$ cat src/rtl/mtet_pkg.sv
// Shared constants and types for the multi-turn encoder tracker.
// Used by every module of the block; no dependencies of its own.
`timescale 1ns / 1ps
`default_nettype none

package mtet_pkg;

  // Field widths
  localparam int RAW_W   = 13;
  localparam int TURN_W  = 24;
  localparam int POS_W   = 37;
  localparam int ANG_W   = 43;
  localparam int RATE_W  = 14;

  // Unwrap thresholds and scaling
  localparam int WRAP_LIMIT      = 6400;
  localparam int COUNTS_PER_TURN = 8192;
  localparam int ANGLE_SCALE     = 45;    // 360 deg * 1024 / 8192 counts

  // Moving-average depth default and reciprocal precision
  localparam int HISTORY_DEPTH_DEF = 8;
  localparam int RECIP_SHIFT       = 32;
  localparam int RECIP_W           = RECIP_SHIFT + 1;

  // Tracker state as seen by the scaling stage
  typedef struct packed {
    logic        [RAW_W-1:0]  raw;
    logic signed [TURN_W-1:0] turns;
    logic signed [RATE_W-1:0] rate;
  } track_state_t;

endpackage

`default_nettype wire

$ cat src/rtl/multi_turn_encoder_tracker.sv
// Multi-turn encoder tracker: unwrap, angle scaling and moving-average rate.
// Input transactions reach the result through both stages in order; throughput 1 item per cycle while out_stall is low.
// Stage 1 is the tracker state itself, stage 2 the result register (two multipliers).
// Synchronous reset clears turns, previous reading, rate history, sum and bias.
// Depends on mtet_pkg, mtet_unwrap and mtet_scale.
`timescale 1ns / 1ps
`default_nettype none

module multi_turn_encoder_tracker #(
  parameter int HISTORY_DEPTH = mtet_pkg::HISTORY_DEPTH_DEF
) (
  input  wire logic                               clk,
  input  wire logic                               rst,
  // configuration write
  input  wire logic                               cfg_valid,
  output logic                                    cfg_ready,
  input  wire logic        [mtet_pkg::RAW_W-1:0]  cfg_data,
  // input channel
  input  wire logic                               in_valid,
  output logic                                    in_stall,
  input  wire logic        [mtet_pkg::RAW_W-1:0]  raw_position,
  // result channel
  output logic                                    out_valid,
  input  wire logic                               out_stall,
  output logic signed      [mtet_pkg::TURN_W-1:0] turn_count,
  output logic signed      [mtet_pkg::POS_W-1:0]  continuous_position,
  output logic signed      [mtet_pkg::ANG_W-1:0]  angle_fixed,
  output logic signed      [mtet_pkg::RATE_W-1:0] step_rate,
  output logic signed      [mtet_pkg::RATE_W-1:0] mean_rate
);

  localparam int SUM_W = mtet_pkg::RATE_W + $clog2(HISTORY_DEPTH);

  logic                       s1_valid;
  logic                       s1_load;
  logic                       s2_load;
  logic [mtet_pkg::RAW_W-1:0] angle_bias;
  mtet_pkg::track_state_t     state;
  logic signed [SUM_W-1:0]    rate_sum;

  // Bias register
  assign cfg_ready = 1'b1;

  always_ff @(posedge clk) begin
    if (rst) begin
      angle_bias <= '0;
    end else if (cfg_valid && cfg_ready) begin
      angle_bias <= cfg_data;
    end
  end

  // Pipeline flow control
  assign s2_load  = s1_valid && (!out_valid || !out_stall);
  assign in_stall = s1_valid && !s2_load;
  assign s1_load  = in_valid && !in_stall;

  always_ff @(posedge clk) begin
    if (rst) begin
      s1_valid  <= 1'b0;
      out_valid <= 1'b0;
    end else begin
      if (s1_load) begin
        s1_valid <= 1'b1;
      end else if (s2_load) begin
        s1_valid <= 1'b0;
      end
      if (s2_load) begin
        out_valid <= 1'b1;
      end else if (!out_stall) begin
        out_valid <= 1'b0;
      end
    end
  end

  mtet_unwrap #(
    .HISTORY_DEPTH (HISTORY_DEPTH),
    .SUM_W         (SUM_W)
  ) u_unwrap (
    .clk      (clk),
    .rst      (rst),
    .load     (s1_load),
    .raw_in   (raw_position),
    .state    (state),
    .rate_sum (rate_sum)
  );

  mtet_scale #(
    .HISTORY_DEPTH (HISTORY_DEPTH),
    .SUM_W         (SUM_W)
  ) u_scale (
    .clk                 (clk),
    .load                (s2_load),
    .state               (state),
    .rate_sum            (rate_sum),
    .angle_bias          (angle_bias),
    .turn_count          (turn_count),
    .continuous_position (continuous_position),
    .angle_fixed         (angle_fixed),
    .step_rate           (step_rate),
    .mean_rate           (mean_rate)
  );

  // Checks
  a_stall_only_when_full: assert property (@(posedge clk) disable iff (rst)
    in_stall |-> (s1_valid && out_valid && out_stall))
    else $error("input stalled while pipeline has room");

  a_accept_fills_stage: assert property (@(posedge clk) disable iff (rst)
    s1_load |=> s1_valid)
    else $error("accepted transaction lost before result stage");

  a_rate_range: assert property (@(posedge clk) disable iff (rst)
    out_valid |-> (step_rate >= -14'sd6400 && step_rate <= 14'sd6400))
    else $error("corrected rate out of range");

  a_mean_range: assert property (@(posedge clk) disable iff (rst)
    out_valid |-> (mean_rate >= -14'sd6400 && mean_rate <= 14'sd6400))
    else $error("mean rate out of range");

endmodule

`default_nettype wire

$ cat src/rtl/mtet_unwrap.sv
// Turn unwrap, rate correction and rate history shift line with running sum.
// Depends on mtet_pkg.
`timescale 1ns / 1ps
`default_nettype none

module mtet_unwrap #(
  parameter int HISTORY_DEPTH = mtet_pkg::HISTORY_DEPTH_DEF,
  parameter int SUM_W         = mtet_pkg::RATE_W + $clog2(HISTORY_DEPTH)
) (
  input  wire logic                              clk,
  input  wire logic                              rst,
  input  wire logic                              load,
  input  wire logic        [mtet_pkg::RAW_W-1:0] raw_in,
  output mtet_pkg::track_state_t                 state,
  output logic signed      [SUM_W-1:0]           rate_sum
);

  logic        [mtet_pkg::RAW_W-1:0]  previous_reading;
  logic signed [mtet_pkg::TURN_W-1:0] turns;
  logic signed [mtet_pkg::RATE_W-1:0] rate_history [HISTORY_DEPTH];

  logic signed [mtet_pkg::RATE_W-1:0] jump;
  logic signed [mtet_pkg::RATE_W-1:0] rate_next;
  logic signed [mtet_pkg::TURN_W-1:0] turns_next;
  logic signed [SUM_W-1:0]            rate_sum_next;

  // Jump from previous reading and wrap correction
  always_comb begin
    jump = $signed({1'b0, raw_in}) - $signed({1'b0, previous_reading});
    if (jump < -mtet_pkg::RATE_W'(mtet_pkg::WRAP_LIMIT)) begin
      turns_next = turns + mtet_pkg::TURN_W'(1);
      rate_next  = jump + mtet_pkg::RATE_W'(mtet_pkg::COUNTS_PER_TURN);
    end else if (jump > mtet_pkg::RATE_W'(mtet_pkg::WRAP_LIMIT)) begin
      turns_next = turns - mtet_pkg::TURN_W'(1);
      rate_next  = jump - mtet_pkg::RATE_W'(mtet_pkg::COUNTS_PER_TURN);
    end else begin
      turns_next = turns;
      rate_next  = jump;
    end
    // Oldest entry leaves the window as the new rate enters
    rate_sum_next = rate_sum
                  - SUM_W'(rate_history[HISTORY_DEPTH-1])
                  + SUM_W'(rate_next);
  end

  // State registers; history taps shift by one on each transaction
  always_ff @(posedge clk) begin
    if (rst) begin
      previous_reading <= '0;
      turns            <= '0;
      rate_sum         <= '0;
      for (int i = 0; i < HISTORY_DEPTH; i++) begin
        rate_history[i] <= '0;
      end
    end else if (load) begin
      previous_reading <= raw_in;
      turns            <= turns_next;
      rate_sum         <= rate_sum_next;
      rate_history[0]  <= rate_next;
      for (int i = 1; i < HISTORY_DEPTH; i++) begin
        rate_history[i] <= rate_history[i-1];
      end
    end
  end

  // Newest tap holds the latest corrected rate
  assign state.raw   = previous_reading;
  assign state.turns = turns;
  assign state.rate  = rate_history[0];

endmodule

`default_nettype wire

$ cat src/rtl/mtet_scale.sv
// Output stage: continuous position, fixed-point angle and mean rate.
// Depends on mtet_pkg; fed by mtet_unwrap.
`timescale 1ns / 1ps
`default_nettype none

module mtet_scale #(
  parameter int HISTORY_DEPTH = mtet_pkg::HISTORY_DEPTH_DEF,
  parameter int SUM_W         = mtet_pkg::RATE_W + $clog2(HISTORY_DEPTH)
) (
  input  wire logic                                clk,
  input  wire logic                                load,
  input  wire mtet_pkg::track_state_t              state,
  input  wire logic signed [SUM_W-1:0]             rate_sum,
  input  wire logic        [mtet_pkg::RAW_W-1:0]   angle_bias,
  output logic signed      [mtet_pkg::TURN_W-1:0]  turn_count,
  output logic signed      [mtet_pkg::POS_W-1:0]   continuous_position,
  output logic signed      [mtet_pkg::ANG_W-1:0]   angle_fixed,
  output logic signed      [mtet_pkg::RATE_W-1:0]  step_rate,
  output logic signed      [mtet_pkg::RATE_W-1:0]  mean_rate
);

  localparam int PROD_W = SUM_W + mtet_pkg::RECIP_W;
  // ceil(2^32 / depth): exact truncating quotient for sums below 2^26
  localparam logic [mtet_pkg::RECIP_W-1:0] RECIP = mtet_pkg::RECIP_W'(
    ((64'd1 << mtet_pkg::RECIP_SHIFT) + 64'(HISTORY_DEPTH) - 64'd1) / 64'(HISTORY_DEPTH));

  logic signed [mtet_pkg::POS_W-1:0]  pos;
  logic signed [mtet_pkg::ANG_W-1:0]  ang_base;
  logic signed [mtet_pkg::ANG_W-1:0]  ang;
  logic                               sum_neg;
  logic        [SUM_W-1:0]            sum_mag;
  logic        [PROD_W-1:0]           prod;
  logic        [mtet_pkg::RATE_W-1:0] quot;
  logic signed [mtet_pkg::RATE_W-1:0] mean;

  // Position is turns:raw; angle is (position - bias) * 45
  always_comb begin
    pos      = $signed({state.turns, state.raw});
    ang_base = mtet_pkg::ANG_W'(pos) - $signed(mtet_pkg::ANG_W'(angle_bias));
    ang      = ang_base * mtet_pkg::ANG_W'(mtet_pkg::ANGLE_SCALE);
  end

  // Mean by reciprocal multiply on the magnitude, truncating toward zero
  always_comb begin
    sum_neg = rate_sum[SUM_W-1];
    sum_mag = sum_neg ? SUM_W'(-rate_sum) : SUM_W'(rate_sum);
    prod    = PROD_W'(sum_mag) * PROD_W'(RECIP);
    quot    = prod[mtet_pkg::RECIP_SHIFT +: mtet_pkg::RATE_W];
    mean    = sum_neg ? $signed(-quot) : $signed(quot);
  end

  // Result register
  always_ff @(posedge clk) begin
    if (load) begin
      turn_count          <= state.turns;
      continuous_position <= pos;
      angle_fixed         <= ang;
      step_rate           <= state.rate;
      mean_rate           <= mean;
    end
  end

endmodule

`default_nettype wire

$ cat config.mk
export PLATFORM = sky130hd
export DESIGN_NAME = multi_turn_encoder_tracker
export DESIGN_NICKNAME = d
export VERILOG_FILES = /design/src/rtl/mtet_pkg.sv /design/src/rtl/multi_turn_encoder_tracker.sv /design/src/rtl/mtet_unwrap.sv /design/src/rtl/mtet_scale.sv
export SDC_FILE = /design/constraint.sdc
export NUM_CORES = 1
export LEC_CHECK = 0
export ABC_AREA = 1
export BUFFER_PORTS_ARGS = -buffer_cell sky130_fd_sc_hd__buf_4
export CAP_MARGIN = 20
export CORE_ASPECT_RATIO = 2
export CORE_MARGIN = 2
export CORE_UTILIZATION = 55
export CTS_CLUSTER_SIZE = 25
export DETAILED_ROUTE_END_ITERATION = 10
export MAX_ROUTING_LAYER = met4
export PLACE_DENSITY = 0.74
export SLEW_MARGIN = 20
export SYNTH_ARGS = -nofsm -noshare
export SYNTH_HDL_FRONTEND = slang
export SYNTH_SLANG_ARGS = --single-unit
$ cat constraint.sdc
create_clock -name clk -period 11.4 [get_ports clk]
set_input_delay 1.71 -clock clk [delete_from_list [all_inputs] [get_ports clk]]
set_output_delay 1.71 -clock clk [all_outputs]
set_load 0.01 [all_outputs]
Word level (Yosys, flattened, before mapping)
Memory sizes are Yosys's and may differ from the RTL's.
Cells that the tools add are included.
{ "word_totals": {"reg_bits": 201, "mem_bits_rw": 112, "output_inout_bits": 135, "wordCells": 68, "n_memories": 1} }
{ "classes": {"add_sub_neg": 10, "mul": 1, "order_cmp": 2, "n_eq_ne": 1, "n_mux": 23, "bitwise": 8, "reduce_logical": 11} }
{ "memory_table": {"columns": ["memory", "depth", "width", "read_ports", "rd_ports_with_merged_regs", "write_ports", "line_no", "text"], "rows": [
  ["u_unwrap.rate_history", 8, 14, 8, 0, 8, "mtet_unwrap.sv:20", "logic signed [mtet_pkg::RATE_W-1:0] rate_history [HISTORY_DEPTH];"]
]} }
{ "op_table": {"columns": ["cell", "count"], "rows": [
  ["two-way mux 14 bit", 11],
  ["two-way mux 24 bit", 2],
  ["multiplier 43 x 7 -> 43 bit (second input constant)", 1],
  ["subtractor 37 x 14 -> 38 bit", 1],
  ["adder 24 x 2 -> 24 bit (second input constant)", 1],
  ["subtractor 24 x 2 -> 24 bit (second input constant)", 1],
  ["adder 17 x 14 -> 17 bit", 1],
  ["two-way mux 17 bit", 1],
  ["negator 17 bit", 1],
  ["subtractor 17 x 14 -> 17 bit", 1],
  ["adder 14 bit (second input constant)", 1],
  ["> comparator 14 bit (second input constant)", 1],
  ["< comparator 14 bit (second input constant)", 1],
  ["negator 14 bit", 1],
  ["subtractor 13 x 13 -> 14 bit", 1],
  ["subtractor 14 bit (second input constant)", 1],
  ["two-way mux 1 bit", 9],
  ["OR 1 bit", 8],
  ["logical NOT 1 bit", 4],
  ["nonzero test 2 bit", 2],
  ["logical AND 1 bit", 3],
  ["!= test 2 x 1 -> 1 bit (second input constant)", 1],
  ["AND reduction 2 bit", 1],
  ["logical OR 1 bit", 1]
]} }

Depth between registers and ports, before layout
{ "depth": {"ltp_word": 11, "mapped_depth": 33, "mapped_depth_nobuf": 33} }

Hierarchy
From an unflattened synthesis, not the netlist that was laid out.
{ "hier_totals": {"hier_cells": 2483, "hier_area_um2": 20953.8} }
{ "by_module_without_submodules": {"columns": ["mod", "instances", "cells_each", "area_per_inst_um2", "seq_area_each_um2"], "rows": [
  ["mtet_scale", 1, 1306, 11101.9, 3243.1],
  ["mtet_unwrap", 1, 1106, 9292.7, 4444.3],
  ["multi_turn_encoder_tracker", 1, 71, 559.3, 300.3]
]} }

Worst setup path before layout
No wires, ideal clock.
{ "synth_timing": {"path_kind": "input to register", "start": "in out_stall", "end": "reg u_scale.angle_fixed[0] (netlist bit), enable pin", "arrival_ps": 6939, "slack_ps": 3851, "path_stages": 1, "path_buffers": 0, "path_cell_list": "a21oi_1"} }
{ "synth_between": {"elab_chain_len": 3} }
{ "synth_rtl": {"columns": ["item", "line_no", "text"], "rows": [
  ["start: declaration", "multi_turn_encoder_tracker.sv:24", "input wire logic out_stall,"],
  ["logical NOT 1 bit", null, null],
  ["logical OR 1 bit", "multi_turn_encoder_tracker.sv:53", "assign s2_load = s1_valid && (!out_valid || !out_stall);"],
  ["logical AND 1 bit", "multi_turn_encoder_tracker.sv:53", null],
  ["end signal: assignment", "mtet_scale.sv:57", "angle_fixed <= ang;"],
  ["end: declaration", "mtet_scale.sv:17", "output logic signed [mtet_pkg::ANG_W-1:0] angle_fixed,"]
]} }
Every way passes these cells.
A chain may end at the register's enable or synchronous reset.

Final worst setup path
{ "layout_timing": {"start": "reg angle_bias[2] (netlist bit)", "end": "reg u_scale.angle_fixed[40] (netlist bit), data pin"} }
{ "layout_between": {"elab_chain_len": 2} }
{ "layout_rtl": {"columns": ["item", "line_no", "text"], "rows": [
  ["start: declaration", "multi_turn_encoder_tracker.sv:37", "logic [mtet_pkg::RAW_W-1:0] angle_bias;"],
  ["start signal: assignment", "multi_turn_encoder_tracker.sv:48", "angle_bias <= cfg_data;"],
  ["subtractor 37 x 14 -> 38 bit", "mtet_scale.sv:39", "ang_base = mtet_pkg::ANG_W'(pos) - $signed(mtet_pkg::ANG_W'(angle_bias));"],
  ["multiplier 43 x 7 -> 43 bit", "mtet_scale.sv:40", "ang = ang_base * mtet_pkg::ANG_W'(mtet_pkg::ANGLE_SCALE);"],
  ["via u_scale.ang (one bit)", "mtet_scale.sv:29", "logic signed [mtet_pkg::ANG_W-1:0] ang;"]
]} }
The timed path passes the listed nets, and every way through them passes these cells.

==> impl_metrics.csv <==
group,metric,value,unit
run_status,status,"complete, no violations",
logic_synthesis,synth_cell_types,51,
sta,slew_violations,0,
sta,setup_viol,0,
layout,syn_to_final_growth,12.2,%
layout,final_area,22800,um^2
critical_path,crit_end,"u_scale.angle_fixed[40]",
global_routing,met3_usage,2.20,%
logic_synthesis,ys.flop_type,"edfxtp_1",
routing,viasPerCell,5.37,
global_routing,grt_pass1_wl,83100,um
routing,wl_per_cell,18.1,um
placed_design,place_congestion,0.979,
routing,first_pass_iters,5,
sta,rsz0062_at_grt,"no",
global_routing,met2_usage,56.7,%
clock_tree,clock-root-buffer,"clkbuf_16",
global_routing,use_met1,25.2,%
logic_synthesis,yosys-top-cells-count,"inv_1 (498), nand2_1 (344), nor2_1 (294)",
critical_path,path_class,"reg2reg",
worst_hold_path,hold_class,"reg2reg",
sta,min_period,7.50,ns
logic_synthesis,synth_top_area_cell,"edfxtp_1",
critical_path,crit_start,"angle_bias[2]",
clock_tree,cts_buffer_depth,3,
floorplanning,fp.dieArea,38600,um^2
global_routing,grt.busiest_layer,"met2",
clock_tree,cts_setup_buffers,0,
placed_design,portBuffers,164,
critical_path,crit_path_end_kind,"register",
layout,drive_gt1_share,9.65,%
layout,fillers,3147,
critical_path,r2r_start,"angle_bias[2]",
global_routing,grt_usage,28.5,%
critical_path,worstRegToRegCells,27,
critical_path,start_kind,"register",
clock_tree,clkSinkCount,289,
layout,n_antenna_cell,0,
floorplanning,start_util,55.8,%
global_routing,grt_pass1_vias,16400,
sta,max_freq,133,MHz
logic_synthesis,async_flop_share,0,%
clock_tree,tritoncts,"yes",
sta,tightest_slew,1.16,ns
critical_path,regToRegEndpoint,"u_scale.angle_fixed[40]",
routing,wirelength,53700,um
global_routing,grt_max_degree,95,
sta,slew_headroom,21.8,%
clock_tree,path_clk_slew,0.07,ns
sta,fin_setup_tns,0,ns
logic_synthesis,syn_area,20300,um^2
clock_tree,cts_buffers,27,
global_routing,grt_overflow,0,
critical_path,worst-endpoint-arrival,7.80,ns
flow_run,max_cap_viol_count,0,
placed_design,dp_slack,3.98,ns
clock_tree,cts_resized,0,
global_routing,antenna_found_initial,0,
placed_design,dp_hpwl,43000,um
routing,drt_iter0_markers,643,
logic_synthesis,ys_ff_latch,289,
logic_synthesis,yosysTopAreaCellShare,32.5,%
placed_design,post_dp_cell_area,21900,um^2
floorplanning,io_pins,166,
clock_tree,clk_latency,0.57,ns
floorplanning,core.rowCount,99,
routing,num_vias,15900,
sta,hold_viol,0,
critical_path,required,11.71,ns
logic_synthesis,synthCells,2346,
logic_synthesis,yosys_warnings,0,
layout,fin_nets,2793,
logic_synthesis,synth_nets,2651,
routing,drc,0,
sta,setup_ws,3.90,ns
floorplanning,die_y,276,um
logic_synthesis,synth.area.top_cells,"edfxtp_1 (33%), ha_1 (11%), inv_1 (9.2%)",
logic_synthesis,synth_edf_count,220,
floorplanning,core,36400,um^2
logic_synthesis,postSynthAreaPerCell,8.66,um^2
critical_path,cp_max_fo,4,
sta,finClkSkew,0.0121,ns
floorplanning,die_w,140,um
logic_synthesis,yosysMostFrequentCell,"inv_1",
critical_path,r2r_setup_slack,3.90,ns
logic_synthesis,seq_area_frac_synth,39.3,%
clock_tree,ctsHoldBuffers,0,
clock_tree,cts_htree_levels,1,
sta,fin_crit_sh,65.7,%
routing,final_antenna_net_count,0,
## state kept, by name (all words and copies together) (netlist names)
register,count
u_unwrap.rate_history,112
u_unwrap.rate_sum,17
u_unwrap.previous_reading,13
u_scale.angle_fixed,43
u_unwrap.turns,24
s1_valid,1
u_scale.continuous_position,37
u_scale.mean_rate,14
out_valid,1
u_scale.step_rate,14
angle_bias,13
## metrics by stage
stage / std cells / utilization (%) / hold slack, ns
3_3_place_gp: 2913 / 60.0 / 0.438
2_1_floorplan: 2346 / - / 0.406
3_5_place_dp: 2913 / 60.0 / 0.436
4_1_cts: 2963 / 62.6 / 0.453
6_report: 2963 / 62.6 / 0.451
5_1_grt: 2963 / 62.6 / 0.458
## kinds of logic (layout without fill, tap and decap cells)
logic type / Yosys count / after routing / share of synthesized area [%]
simple gates: 789 / 789 / 16.0
buf+inv: 559 / 722 / 10.9
compound gates: 320 / 320 / 8.62
flops: 289 / 289 / 39.3
fa+ha+maj: 274 / 274 / 20.2
xor+xnor: 114 / 114 / 4.95
other cells: 1 / 1 / 0.0185
## placed cells by master (no fill, tap or decap), types with 3 or more instances in the layout
cell type and instances:
edfxtp_1 220, nand2_2 9, a31oi_1 10, nand4_1 27
o21bai_1 4, xnor2_1 29, o21a_1 5, a21o_1 11
inv_2 3, a211oi_1 3, nor3_1 13, o22ai_1 8
nand3_1 74, ha_1 184, fa_1 90, inv_6 3
o21ai_0 118, nor4_1 8, clkbuf_1 6, o31ai_1 3
nand3b_1 6, clkbuf_8 4, nor2_1 294, a21boi_0 6
xor2_1 84, inv_1 497, dfxtp_1 69, buf_4 171
or2_2 4, clkbuf_16 29, a21oi_1 131, nand2_1 344
o21ai_1 9
## layout make-up
type | count | area [um^2] | area share, %
multi-input cells | 1498 | 10100 | 44.5
repair buffers | 171 | 1280 | 5.63
flip-flops and latches | 289 | 7990 | 35.0
clock inverters | 11 | 138 | 0.604
clock buffers | 39 | 803 | 3.52
inverters | 501 | 1880 | 8.26
well taps | 454 | 568 | 2.49
## critical path, stage by stage (launching register included)
cell,delay [ns]
dfxtp_1,0.31
inv_1,0.05
ha_1,0.35
a21oi_1,0.13
o21ai_1,0.13
a21boi_0,0.32
o21ai_1,0.13
nand2_1,0.08
nand2_1,0.07
nand2_1,0.13
nand2_1,0.12
nor2_1,0.41
xor2_1,0.43
ha_1,0.32
ha_1,0.33
fa_1,0.54
inv_1,0.05
fa_1,0.52
inv_1,0.04
ha_1,0.35
nand2_1,0.14
nor2_1,0.35
nand2_1,0.09
o311ai_0,0.99
buf_4,0.29
nand3_1,0.14
o21ai_0,0.27
xor2_1,0.11
## metal layers
metal / vias to the layer above / share of wire, %
li1: 7777 / -
met1: 7551 / 32
met3: 174 / 2.8
met2: 404 / 58
met4: 0 / 7.3
met5: - / 0
## worst min path at each step
stage	from	to	slack, ns	depth (start not counted)
after floorplan	u_unwrap.turns[0]	u_scale.continuous_position[13]	0.41	0
after global placement	u_unwrap.rate_history[0][6]	u_scale.step_rate[6]	0.44	0
after detailed placement	u_unwrap.rate_history[0][0]	u_scale.step_rate[0]	0.44	0
after CTS	u_unwrap.rate_history[0][0]	u_scale.step_rate[0]	0.45	0
after global routing	u_unwrap.rate_history[0][0]	u_scale.step_rate[0]	0.46	0
final	u_unwrap.rate_history[0][0]	u_scale.step_rate[0]	0.45	0
Power is not shown: default switching activity piles up to over one toggle a cycle in this logic, so the estimate is an artifact.
